## config.mk

```make
export PLATFORM = sky130hd
export DESIGN_NAME = fsk_square_tone_modulator
export DESIGN_NICKNAME = d
export VERILOG_FILES = /design/src/hw/rtl/fsk_pkg.sv /design/src/hw/rtl/fsk_div.sv /design/src/hw/rtl/fsk_square_tone_modulator.sv
export SDC_FILE = /design/constraint.sdc
export NUM_CORES = 1
export LEC_CHECK = 0
export BUFFER_PORTS_ARGS = -buffer_cell sky130_fd_sc_hd__buf_2
export CAP_MARGIN = 5
export CORE_MARGIN = 4
export CORE_UTILIZATION = 48
export CTS_CLUSTER_DIAMETER = 200
export DETAILED_ROUTE_END_ITERATION = 7
export MAX_ROUTING_LAYER = met4
export PLACE_DENSITY_LB_ADDON = 0.12
export RECOVER_POWER = 100
export REMOVE_ABC_BUFFERS = 1
export SYNTH_ARGS = -nofsm -noshare
export SYNTH_HDL_FRONTEND = slang
export SYNTH_SLANG_ARGS = --single-unit
export TNS_END_PERCENT = 20
```

## constraint.sdc

```tcl
create_clock -name clk -period 6.7 [get_ports clk]
set_input_delay 0.335 -clock clk [delete_from_list [all_inputs] [get_ports clk]]
set_output_delay 0.335 -clock clk [all_outputs]
set_load 0.01 [all_outputs]
```

## src/hw/rtl/fsk_pkg.sv

```systemverilog
package fsk_pkg;

  // Configuration register indexes.
  localparam logic [2:0] REG_MODE        = 3'd0;
  localparam logic [2:0] REG_TICK_RATE   = 3'd1;
  localparam logic [2:0] REG_SYMBOL      = 3'd2;
  localparam logic [2:0] REG_MARK        = 3'd3;
  localparam logic [2:0] REG_SPACE       = 3'd4;
  localparam logic [2:0] REG_OFFSET_STEP = 3'd5;

  // Configuration reset values.
  localparam logic        RST_MODE        = 1'b0;
  localparam logic [29:0] RST_TICK_RATE   = 30'd1000000;
  localparam logic [31:0] RST_SYMBOL      = 32'd200000;
  localparam logic [15:0] RST_MARK        = 16'd1200;
  localparam logic [15:0] RST_SPACE       = 16'd2200;
  localparam logic [13:0] RST_OFFSET_STEP = 14'd150;

  // Divider widths: the tick rate is the dividend, a tone frequency the divisor.
  localparam int DVD_W = 30;
  localparam int DVS_W = 17;
  localparam int CNT_W = 5;

  // Request to the shared divider.
  typedef struct packed {
    logic             start;
    logic [DVD_W-1:0] dividend;
    logic [DVS_W-1:0] divisor;
  } fsk_div_req_t;

  // Answer from the shared divider.
  typedef struct packed {
    logic             done;
    logic [DVD_W-1:0] quotient;
  } fsk_div_rsp_t;

endpackage

```

## src/hw/rtl/fsk_div.sv

```systemverilog
module fsk_div
  import fsk_pkg::*;
(
  input  logic         clk,
  input  logic         rst,
  input  fsk_div_req_t req,
  output fsk_div_rsp_t rsp
);

  logic [DVD_W-1:0] quo;
  logic [DVS_W-1:0] rem;
  logic [DVS_W-1:0] divisor;
  logic [CNT_W-1:0] count;
  logic             done;
  logic [DVS_W:0]   trial;
  logic             fits;

  // One restoring step: bring down the next dividend bit and try a subtract.
  assign trial = {rem, quo[DVD_W-1]} - {1'b0, divisor};
  assign fits  = !trial[DVS_W];

  // Quotient bits shift in as dividend bits shift out.
  always_ff @(posedge clk) begin
    if (rst) begin
      count <= '0;
      done  <= 1'b0;
    end else if (req.start) begin
      count <= CNT_W'(DVD_W);
      done  <= 1'b0;
    end else if (count != '0) begin
      count <= count - CNT_W'(1);
      done  <= (count == CNT_W'(1));
    end else begin
      done <= 1'b0;
    end
  end

  always_ff @(posedge clk) begin
    if (req.start) begin
      quo     <= req.dividend;
      rem     <= '0;
      divisor <= req.divisor;
    end else if (count != '0) begin
      quo <= {quo[DVD_W-2:0], fits};
      rem <= fits ? trial[DVS_W-1:0] : {rem[DVS_W-2:0], quo[DVD_W-1]};
    end
  end

  assign rsp.done     = done;
  assign rsp.quotient = quo;

endmodule

```

## src/hw/rtl/fsk_square_tone_modulator.sv

```systemverilog
// A request that starts no tone passes through the evaluate state to its result.
// A request that starts a tone with a nonzero frequency also runs the shared 30-step divider.
// Requests are handled one at a time: the next is taken the cycle after the result is taken.
// Reset (rst, synchronous): the transmitter goes idle, all counters clear and the
// configuration registers return to their defaults.
module fsk_square_tone_modulator
  import fsk_pkg::*;
#(
  parameter int BITS_PER_BYTE = 7
) (
  input  logic        clk,
  input  logic        rst,
  input  logic        cfg_we,
  input  logic [2:0]  cfg_index,
  input  logic [31:0] cfg_data,
  input  logic        in_valid,
  output logic        in_ready,
  input  logic        opcode,
  input  logic [7:0]  data_byte,
  output logic        out_valid,
  input  logic        out_ready,
  output logic        carrier_on,
  output logic        busy_res,
  output logic        load_rejected,
  output logic [2:0]  bit_position,
  output logic [1:0]  subtone_number
);

  localparam logic [3:0] LAST_BIT = 4'(BITS_PER_BYTE);

  localparam logic [2:0] ST_IDLE = 3'd0;
  localparam logic [2:0] ST_EVAL = 3'd1;
  localparam logic [2:0] ST_TONE = 3'd2;
  localparam logic [2:0] ST_DIV  = 3'd3;
  localparam logic [2:0] ST_DONE = 3'd4;

  // Configuration registers.
  logic        mode;
  logic [29:0] tick_rate_hz;
  logic [31:0] symbol_ticks;
  logic [15:0] mark_hz;
  logic [15:0] space_hz;
  logic [13:0] offset_step_hz;

  // Transmitter state.
  logic [2:0]  state, state_next;
  logic        req_opcode;
  logic [7:0]  req_data;
  logic [7:0]  byte_shift, byte_shift_next;
  logic [2:0]  bit_counter, bit_counter_next;
  logic [1:0]  subtone_counter, subtone_counter_next;
  logic [31:0] tone_elapsed, tone_elapsed_next;
  logic [31:0] period_length, period_length_next;
  logic [31:0] period_elapsed, period_elapsed_next;
  logic        sending, sending_next;
  logic        carrier_next, rejected_next;
  logic [2:0]  pos_next;
  logic [1:0]  sub_next;

  logic [31:0] tone_length;
  logic [31:0] pe_inc;
  logic [31:0] te_inc;
  logic [DVS_W-1:0] freq;
  logic [DVS_W-1:0] offset;

  fsk_div_req_t div_req;
  fsk_div_rsp_t div_rsp;

  fsk_div u_div (
    .clk (clk),
    .rst (rst),
    .req (div_req),
    .rsp (div_rsp)
  );

  assign in_ready  = (state == ST_IDLE);
  assign out_valid = (state == ST_DONE);

  // Configuration writes.
  always_ff @(posedge clk) begin
    if (rst) begin
      mode           <= RST_MODE;
      tick_rate_hz   <= RST_TICK_RATE;
      symbol_ticks   <= RST_SYMBOL;
      mark_hz        <= RST_MARK;
      space_hz       <= RST_SPACE;
      offset_step_hz <= RST_OFFSET_STEP;
    end else if (cfg_we) begin
      unique case (cfg_index)
        REG_MODE:        mode           <= cfg_data[0];
        REG_TICK_RATE:   tick_rate_hz   <= cfg_data[29:0];
        REG_SYMBOL:      symbol_ticks   <= cfg_data;
        REG_MARK:        mark_hz        <= cfg_data[15:0];
        REG_SPACE:       space_hz       <= cfg_data[15:0];
        REG_OFFSET_STEP: offset_step_hz <= cfg_data[13:0];
        default: ;
      endcase
    end
  end

  // Tone frequency for the current bit and subtone.
  always_comb begin
    offset = '0;
    if (mode) begin
      if (subtone_counter == 2'd1) begin
        offset = {2'b0, offset_step_hz, 1'b0};
      end else if (subtone_counter >= 2'd2) begin
        offset = {3'b0, offset_step_hz} + {2'b0, offset_step_hz, 1'b0};
      end
    end
    freq = (byte_shift[0] ? {1'b0, mark_hz} : {1'b0, space_hz}) + offset;
  end

  assign div_req.start    = (state == ST_TONE) && (freq != '0);
  assign div_req.dividend = tick_rate_hz;
  assign div_req.divisor  = freq;

  assign tone_length = mode ? {1'b0, symbol_ticks[31:1]} : symbol_ticks;
  assign pe_inc      = period_elapsed + 32'd1;
  assign te_inc      = (tone_elapsed == '1) ? tone_elapsed : tone_elapsed + 32'd1;

  // Sequencer and per-request state update.
  always_comb begin
    state_next           = state;
    byte_shift_next      = byte_shift;
    bit_counter_next     = bit_counter;
    subtone_counter_next = subtone_counter;
    tone_elapsed_next    = tone_elapsed;
    period_length_next   = period_length;
    period_elapsed_next  = period_elapsed;
    sending_next         = sending;
    carrier_next         = carrier_on;
    rejected_next        = load_rejected;
    pos_next             = bit_position;
    sub_next             = subtone_number;
    unique case (state)
      ST_IDLE: begin
        if (in_valid) begin
          state_next = ST_EVAL;
        end
      end
      ST_EVAL: begin
        carrier_next  = 1'b0;
        rejected_next = 1'b0;
        pos_next      = '0;
        sub_next      = '0;
        state_next    = ST_DONE;
        if (req_opcode) begin
          if (sending) begin
            rejected_next = 1'b1;
            pos_next      = bit_counter;
            sub_next      = mode ? subtone_counter : 2'd0;
          end else begin
            byte_shift_next      = req_data;
            bit_counter_next     = '0;
            subtone_counter_next = '0;
            sending_next         = 1'b1;
            state_next           = ST_TONE;
          end
        end else if (sending) begin
          pos_next            = bit_counter;
          sub_next            = mode ? subtone_counter : 2'd0;
          carrier_next        = (period_elapsed < {1'b0, period_length[31:1]});
          period_elapsed_next = pe_inc;
          tone_elapsed_next   = te_inc;
          if (pe_inc >= period_length) begin
            if (te_inc < tone_length) begin
              period_elapsed_next = '0;
            end else if (mode && (subtone_counter < 2'd2)) begin
              subtone_counter_next = subtone_counter + 2'd1;
              state_next           = ST_TONE;
            end else begin
              subtone_counter_next = '0;
              if ({1'b0, bit_counter} + 4'd1 >= LAST_BIT) begin
                sending_next        = 1'b0;
                bit_counter_next    = '0;
                period_length_next  = '0;
                period_elapsed_next = '0;
                tone_elapsed_next   = '0;
              end else begin
                bit_counter_next = bit_counter + 3'd1;
                byte_shift_next  = {1'b0, byte_shift[7:1]};
                state_next       = ST_TONE;
              end
            end
          end
        end
      end
      ST_TONE: begin
        period_elapsed_next = '0;
        tone_elapsed_next   = '0;
        if (freq == '0) begin
          period_length_next = '1;
          state_next         = ST_DONE;
        end else begin
          state_next = ST_DIV;
        end
      end
      ST_DIV: begin
        if (div_rsp.done) begin
          period_length_next = {2'b0, div_rsp.quotient};
          state_next         = ST_DONE;
        end
      end
      ST_DONE: begin
        if (out_ready) begin
          state_next = ST_IDLE;
        end
      end
      default: state_next = ST_IDLE;
    endcase
  end

  always_ff @(posedge clk) begin
    if (rst) begin
      state           <= ST_IDLE;
      byte_shift      <= '0;
      bit_counter     <= '0;
      subtone_counter <= '0;
      tone_elapsed    <= '0;
      period_length   <= '0;
      period_elapsed  <= '0;
      sending         <= 1'b0;
    end else begin
      state           <= state_next;
      byte_shift      <= byte_shift_next;
      bit_counter     <= bit_counter_next;
      subtone_counter <= subtone_counter_next;
      tone_elapsed    <= tone_elapsed_next;
      period_length   <= period_length_next;
      period_elapsed  <= period_elapsed_next;
      sending         <= sending_next;
    end
  end

  // Request capture and result registers.
  always_ff @(posedge clk) begin
    if (in_valid && in_ready) begin
      req_opcode <= opcode;
      req_data   <= data_byte;
    end
    carrier_on     <= carrier_next;
    load_rejected  <= rejected_next;
    bit_position   <= pos_next;
    subtone_number <= sub_next;
  end

  assign busy_res = sending;

  // The input side is closed while a result waits.
  a_one_side: assert property (@(posedge clk) disable iff (rst)
    out_valid |-> !in_ready)
    else $error("input accepted while a result is pending");

  // An idle transmitter keeps no period and sits on bit zero.
  a_idle_clear: assert property (@(posedge clk) disable iff (rst)
    !sending |-> (period_length == '0) && (bit_counter == '0))
    else $error("idle transmitter holds stale tone state");

  // The divider answers only while the sequencer waits for it.
  a_div_done: assert property (@(posedge clk) disable iff (rst)
    div_rsp.done |-> (state == ST_DIV))
    else $error("divider finished outside the divide state");

  // The bit index never passes the byte length.
  a_bit_range: assert property (@(posedge clk) disable iff (rst)
    sending |-> ({1'b0, bit_counter} < LAST_BIT))
    else $error("bit counter out of range");

endmodule

```

---- Yosys cells after proc, flatten, opt, wreduce, memory -nomap -nowiden ----
Cells that the tools add are included.
cells by class
  add/subtract/negate cells ............... 9
  bitwise operators ....................... 2
  reductions and logical operators ........ 30
  eq/ne operators ......................... 26
  mux-type cells .......................... 73
  $lt $le $gt $ge ......................... 6
operators with widths
  operator                                                                count
  32-bit 2-to-1 mux                                                       22
  32-bit one-hot mux with 2 select lines                                  2
  32-bit one-hot mux with 3 select lines                                  1
  32-bit by 1-bit adder with 32-bit output (second input constant)        2
  16-bit 2-to-1 mux                                                       4
  30-bit 2-to-1 mux                                                       2
  8-bit 2-to-1 mux                                                        7
  3-bit 2-to-1 mux                                                        18
  32-bit equality test (second input constant)                            1
  32-bit greater-or-equal comparator                                      1
  32-bit by 31-bit less-than comparator with 1-bit output                 1
  32-bit less-than comparator                                             1
  2-bit != test (second input constant)                                   11
  18-bit by 17-bit subtractor with 18-bit output                          1
  16-bit by 17-bit adder with 17-bit output                               1
  17-bit logical NOT                                                      1
  17-bit 2-to-1 mux                                                       1
  17-bit nonzero test                                                     1
  14-bit by 15-bit adder with 16-bit output                               1
  3-bit one-hot mux with 5 select lines                                   1
  2-bit AND reduction                                                     7
  3-bit by 2-bit equality test with 1-bit output (second input constant)  4
  2-bit 2-to-1 mux                                                        6
  5-bit 2-to-1 mux                                                        2
  other kinds (26)                                                        47
storage, ports and cells
  bits in registers ....................... 308
  input port bits ......................... 49
  logic and storage cells ................. 172
  output and inout port bits .............. 10

---- Logic depth before layout (Yosys ltp) ----
  depth in word-level cells ............... 9
  depth in mapped cells ................... 22
  depth with buffers taken out ............ 21

---- Hierarchy ----
From an unflattened synthesis, not the netlist that was laid out.
second synthesis, totals
  cells, all modules ...................... 2192
  area, all modules ....................... 18920.6 µm²
by module, submodules not included
  module                     area each (µm²)  cells each  sequential area each (µm²)  times used
  fsk_square_tone_modulator  14755.4          1798        4904.7                      1
  fsk_div                    4165.2           394         1871.8                      1

---- Worst setup path after synthesis ----
OpenSTA, ideal clock, no wires.
  path type ............................... register -> register
  start ................................... register offset_step_hz[1]
  end ..................................... register u_div.quo[0], enable pin
  data required time ...................... 6.241 ns
  path buffers ............................ 0
  slack ................................... 0.391 ns
  period minus slack after synthesis ...... 6.309 ns
  library setup time ...................... 0.459 ns
  arrival time ............................ 5.850 ns
  stages on the path, launching flop included .. 21
  path through ............................ dfxtp_1 > ha_1 > fa_1 > a21o_1 > a21oi_1 > o21bai_1 > a21oi_1 > o21bai_1 > a21oi_1 > xnor2_1 > a22oi_1 > nor2b_1 > ha_1 > a21oi_1 > o21a_1 > nand2_1 > o21bai_1 > a31oi_1 > xnor2_1 > nor4b_4 > o21ai_0
RTL lines
  item                    line                             source
  from (decl)             fsk_square_tone_modulator.sv:43  logic [13:0] offset_step_hz;
  from (signal assigned)  fsk_square_tone_modulator.sv:95  REG_OFFSET_STEP: offset_step_hz <= cfg_data[13:0];
  to (signal assigned)    fsk_div.sv:40                    quo <= req.dividend;
  to (signal assigned)    fsk_div.sv:44                    quo <= {quo[DVD_W-2:0], fits};
  to (decl)               fsk_div.sv:10                    logic [DVD_W-1:0] quo;

---- Worst setup path in the final report ----
  start ................................... register mode
  end ..................................... register byte_shift[6]
on the way
  word-level cells in the longest chain between the ends .. 4
  elaborated cells between the ends (all ways) .. 6
  those cells by class .................... order compare: 1; eq/ne: 2; mux: 1; reduce/logical: 2
RTL lines
  item                                    line                              source
  from (decl)                             fsk_square_tone_modulator.sv:38   logic mode;
  from (signal assigned)                  fsk_square_tone_modulator.sv:90   REG_MODE: mode <= cfg_data[0];
  32-bit 2-to-1 mux                       fsk_square_tone_modulator.sv:118  assign tone_length = mode ? {1'b0, symbol_ticks[31:1]} : symbol_ticks;
  32-bit less-than comparator             fsk_square_tone_modulator.sv:167  if (te_inc < tone_length) begin
  2-bit != test (no source line)          --
  7-bit AND reduction (no source line) *  --
  to (signal assigned)                    fsk_square_tone_modulator.sv:226  byte_shift <= byte_shift_next;
  to (decl)                               fsk_square_tone_modulator.sv:49   logic [7:0] byte_shift, byte_shift_next;
Mark *: on every way between the ends. The rest lies on a longest branch, timed or not.
A chain may end at the register's enable or synchronous reset.

==> metrics.csv <==
stage;metric;value;unit
status;status;finished, violations left;
status;failing checks;capacitance limit, slew limit;
clocking;clock root cell;clkbuf_16;
pwr;Sequential Power Share;0.402;
floorplanning;# rows;71;
setup_path;Arr. time, crit path;6.60;ns
worst_hold_path;hold endpoint;symbol_ticks[31];
route;initial drt markers;858;
clocking;CTS tree;done;
finish;Multi-input gate area;10500;um2
placed_design;Port-buffer cells;58;
yosys;Post-Syn Area;18200;um2
yosys;Unique masters post-synth;74;
clocking;Clock Latency Late Sink;0.55;ns
setup_path;Startpoint Class;flip-flop;
sta;final setup fails;0;
route;residual DRC count;0;
setup_path;R2R Path End;byte_shift[6];
pwr;Clock Power Share;0.355;
worst_hold_path;Hold Path Depth;3;
yosys;Synth area leaders;dfxtp_1 (27%), edfxtp_1 (10%), ha_1 (10%), nand2_1 (6.5%), a21oi_1 (4.5%);
setup_path;Worst Path Required;7.15;ns
sta;worst setup margin;0.549;ns
floorplanning;Die W;203;um
setup_path;reg-to-reg setup timing slack;0.55;ns
clocking;Clock transition at path regs;0.06;ns
yosys;mux contribution to synthesized area;0.0615;
sta;final hold vios;0;
placed_design;post-DP HPWL;32700;um
route;drt total wl;45600;um
finish;n_diodes;0;
sta;Fin Hold WS;0.0271;ns
global_route;initial antenna violation count;0;
floorplanning;Die Ht;203;um
yosys;post-synthesis async set-or-reset flop share;0;
global_route;first-pass GRT wire length;74900;um
global_route;vias in the first global route;14539;
yosys;Synth Register Bits;307;
route;Vias;14951;
pwr;cell leakage power;7.91;nW
clocking;Sink Count;307;
clocking;Post-CTS Setup Bufs;0;
yosys;sequential fraction of the synthesis area;0.373;
pwr;switching part of the total;0.309;
yosys;Post-synth top cells;nand2_1 (316), dfxtp_1 (244), a21oi_1 (162), ha_1 (150), nor2_1 (118);
global_route;GRT Total Usage;0.226;
setup_path;Reg2Reg Depth;12;
yosys;Synth top area share;0.269;
pwr;net switching power;1.78;mW
yosys;count leader, synth;nand2_1;
yosys;EDFF count, synth;63;
setup_path;critical path type;reg2reg;
worst_hold_path;Worst Hold Class;in2reg;
pwr;Gate power share;0.243;
clocking;H-tree depth;2;
yosys;Yosys Warn Count;0;
finish;FF+latch area;6780;um2
yosys;ys flop type;dfxtp_1;
pwr;PD cells;289;nW/um2
clocking;Clock Path Buffers;3;
flow_run;Max Cap Violations;3;
pwr;Max IR drop VDD;0.288;mV
route;first-pass iteration count of the detailed router;6;
sta;slew at the pin closest to its max-slew limit;4.03;ns
yosys;leading area contributor after synthesis;dfxtp_1;
placed_design;gpl congestion;0.878;
route;vias per inst;5.68;
floorplanning;core box area;37500;um2
floorplanning;Die ar.;41100;um2
global_route;gr ovfl total;0;
floorplanning;Boundary Pins;59;
sta;fmax;0.163;GHz
worst_hold_path;HP Start;cfg_data[31];
clocking;total CTS buffers;36;
route;antenna viol nets, final;0;
pwr;P_int;3.99;mW
yosys;adder-cell share of the synthesized area;0.107;
yosys;mean area per synthesized cell;8.77;um2
placed_design;pre-CTS setup slack;0.758;ns
global_route;largest net degree at the start of global routing;88;
sta;RSZ-0062 raised after global routing;false;
yosys;Post-Synth Simple-Gate Area;0.186;
sta;crit path time final;6.15;ns
route;DR WL/cell;17.3;um
yosys;Syn Inst Count;2074;
finish;# nets final;2294;
setup_path;CP Capture Type;flip-flop;
finish;share of cells above drive strength 1;0.0807;
sta;Pins Over Slew Limit;157;
yosys;Synth Area in Compound Gates;0.185;
setup_path;FF-to-FF Start;mode;
sta;slew margin rel.;-1.69;
sta;Tcrit/Tclk final;0.918;
finish;P&R area growth vs syn;9.80;%
sta;Worst Skew;0.0287;ns
finish;Filler cells;3579;
setup_path;crit path max fanout;37;
yosys;xor/xnor share of the synthesized area;0.0452;
yosys;main combinational cell family by area after synthesis;simple AND/OR/NAND/NOR gates;
floorplanning;initial core utilization;0.485;
## layout make-up
class	count	area share
flip-flops and latches	307	0.339
inverters	89	0.0167
multi-input cells	1572	0.526
well taps	511	0.0320
repair buffers	86	0.0238
clock buffers	50	0.0530
clock inverters	16	0.00940
## layer usage
layer | routed length (um) | vias to the layer above | share of wire | GRT usage
met5 | 0 | - | 0 | -
met3 | 2140 | 75 | 0.047 | 0.0307
met2 | 20200 | 321 | 0.44 | 0.346
met4 | 1090 | 0 | 0.024 | 0.0640
met1 | 22200 | 7057 | 0.49 | 0.315
li1 | - | 7498 | - | -
## worst max-delay path: stages (launching register included)
cell	delay, ns
dfxtp_1	0.68
clkbuf_1	1.98
mux2i_1	0.29
ha_1	0.41
a21o_1	0.16
a21o_1	0.18
a221o_1	0.36
a21oi_1	0.24
a21oi_1	0.24
o21ai_0	0.58
nor3_1	0.16
o21ai_2	0.51
mux2i_1	0.25
## power by group through the flow
stage / Clock, mW / Sequential (mW) / Combinational, mW
floorplan: 0 / 2.31 / 1.07
global placement: 0 / 2.35 / 1.39
detailed placement: 0 / 2.36 / 1.42
CTS: 2.10 / 2.32 / 1.43
global route: 2.18 / 2.35 / 1.57
finish: 2.05 / 2.32 / 1.40
## cell families after synthesis
kind of cell             count (synthesis)
XOR/XNOR                                93
AO/OA/AOI/OAI                          491
adder cells (fa/ha/maj)                153
multiplexers                           105
AND/OR/NAND/NOR                        730
buffers and inverters                  195
flip-flops                             307
## through the flow
step | TNS, ns | std cells | power (mW) | util | cell area (um2)
3_5_place_dp | 0 | 2556 | 3.78 | 0.503 | 18900
4_1_cts | 0 | 2631 | 5.85 | 0.539 | 20200
6_report | 0 | 2631 | 5.77 | 0.533 | 20000
5_1_grt | 0 | 2631 | 6.10 | 0.533 | 20000
2_1_floorplan | -54.34 | 1968 | 3.38 | - | 17700
3_3_place_gp | 0 | 2556 | 3.74 | 0.503 | 18900
## worst max-delay path by stage
stage,slack (ns),from,cells past startpoint,end
6_report,0.55,mode,12,byte_shift[6]
2_1_floorplan,-1.81,period_elapsed[0],19,period_length[0]
3_5_place_dp,0.76,offset_step_hz[2],19,u_div.rem[4]
4_1_cts,0.75,offset_step_hz[2],19,u_div.rem[4]
5_1_grt,0.12,mode,12,byte_shift[1]
3_3_place_gp,1.0,offset_step_hz[2],20,u_div.rem[7]
## sequential cells by signal, summed over array words and instances (netlist names), 3 cells and up
signal          count
u_div.count         5
symbol_ticks       32
u_div.quo          30
period_length      31
offset_step_hz     14
req_data            8
u_div.divisor      17
tick_rate_hz       30
period_elapsed     32
space_hz           16
state               3
u_div.rem          17
tone_elapsed       32
mark_hz            16
bit_counter         3
bit_position        3
byte_shift          8
## cell usage in the layout, fill, tap and decap left out, types with 24 or more instances in the layout
| cell type | synthesis | layout |
|---|---|---|
| nand2_1 | 316 | 316 |
| dfxtp_1 | 244 | 244 |
| a21oi_1 | 162 | 163 |
| ha_1 | 150 | 150 |
| nor2_1 | 118 | 116 |
| inv_1 | 89 | 89 |
| nand3_1 | 80 | 80 |
| o21ai_0 | 76 | 78 |
| xnor2_1 | 66 | 66 |
| edfxtp_1 | 63 | 63 |
| mux2i_1 | 51 | 51 |
| nor3_1 | 51 | 49 |
| buf_2 | 16 | 45 |
| a22oi_1 | 42 | 42 |
| clkbuf_16 | 0 | 40 |
| a21o_1 | 37 | 37 |
| a31oi_1 | 34 | 34 |
| a221oi_1 | 4 | 32 |
| mux2_2 | 29 | 29 |
| xor2_1 | 26 | 26 |
| clkbuf_1 | 84 | 26 |
| mux2_1 | 25 | 25 |
| nor2b_1 | 26 | 24 |
## what timing repair did
item | in CTS | in global routing
hold endpoints to repair | 9 | 0
hold buffers | 9 | 0
resized for setup | 0 | 0
(Power assumes the default switching activity.)
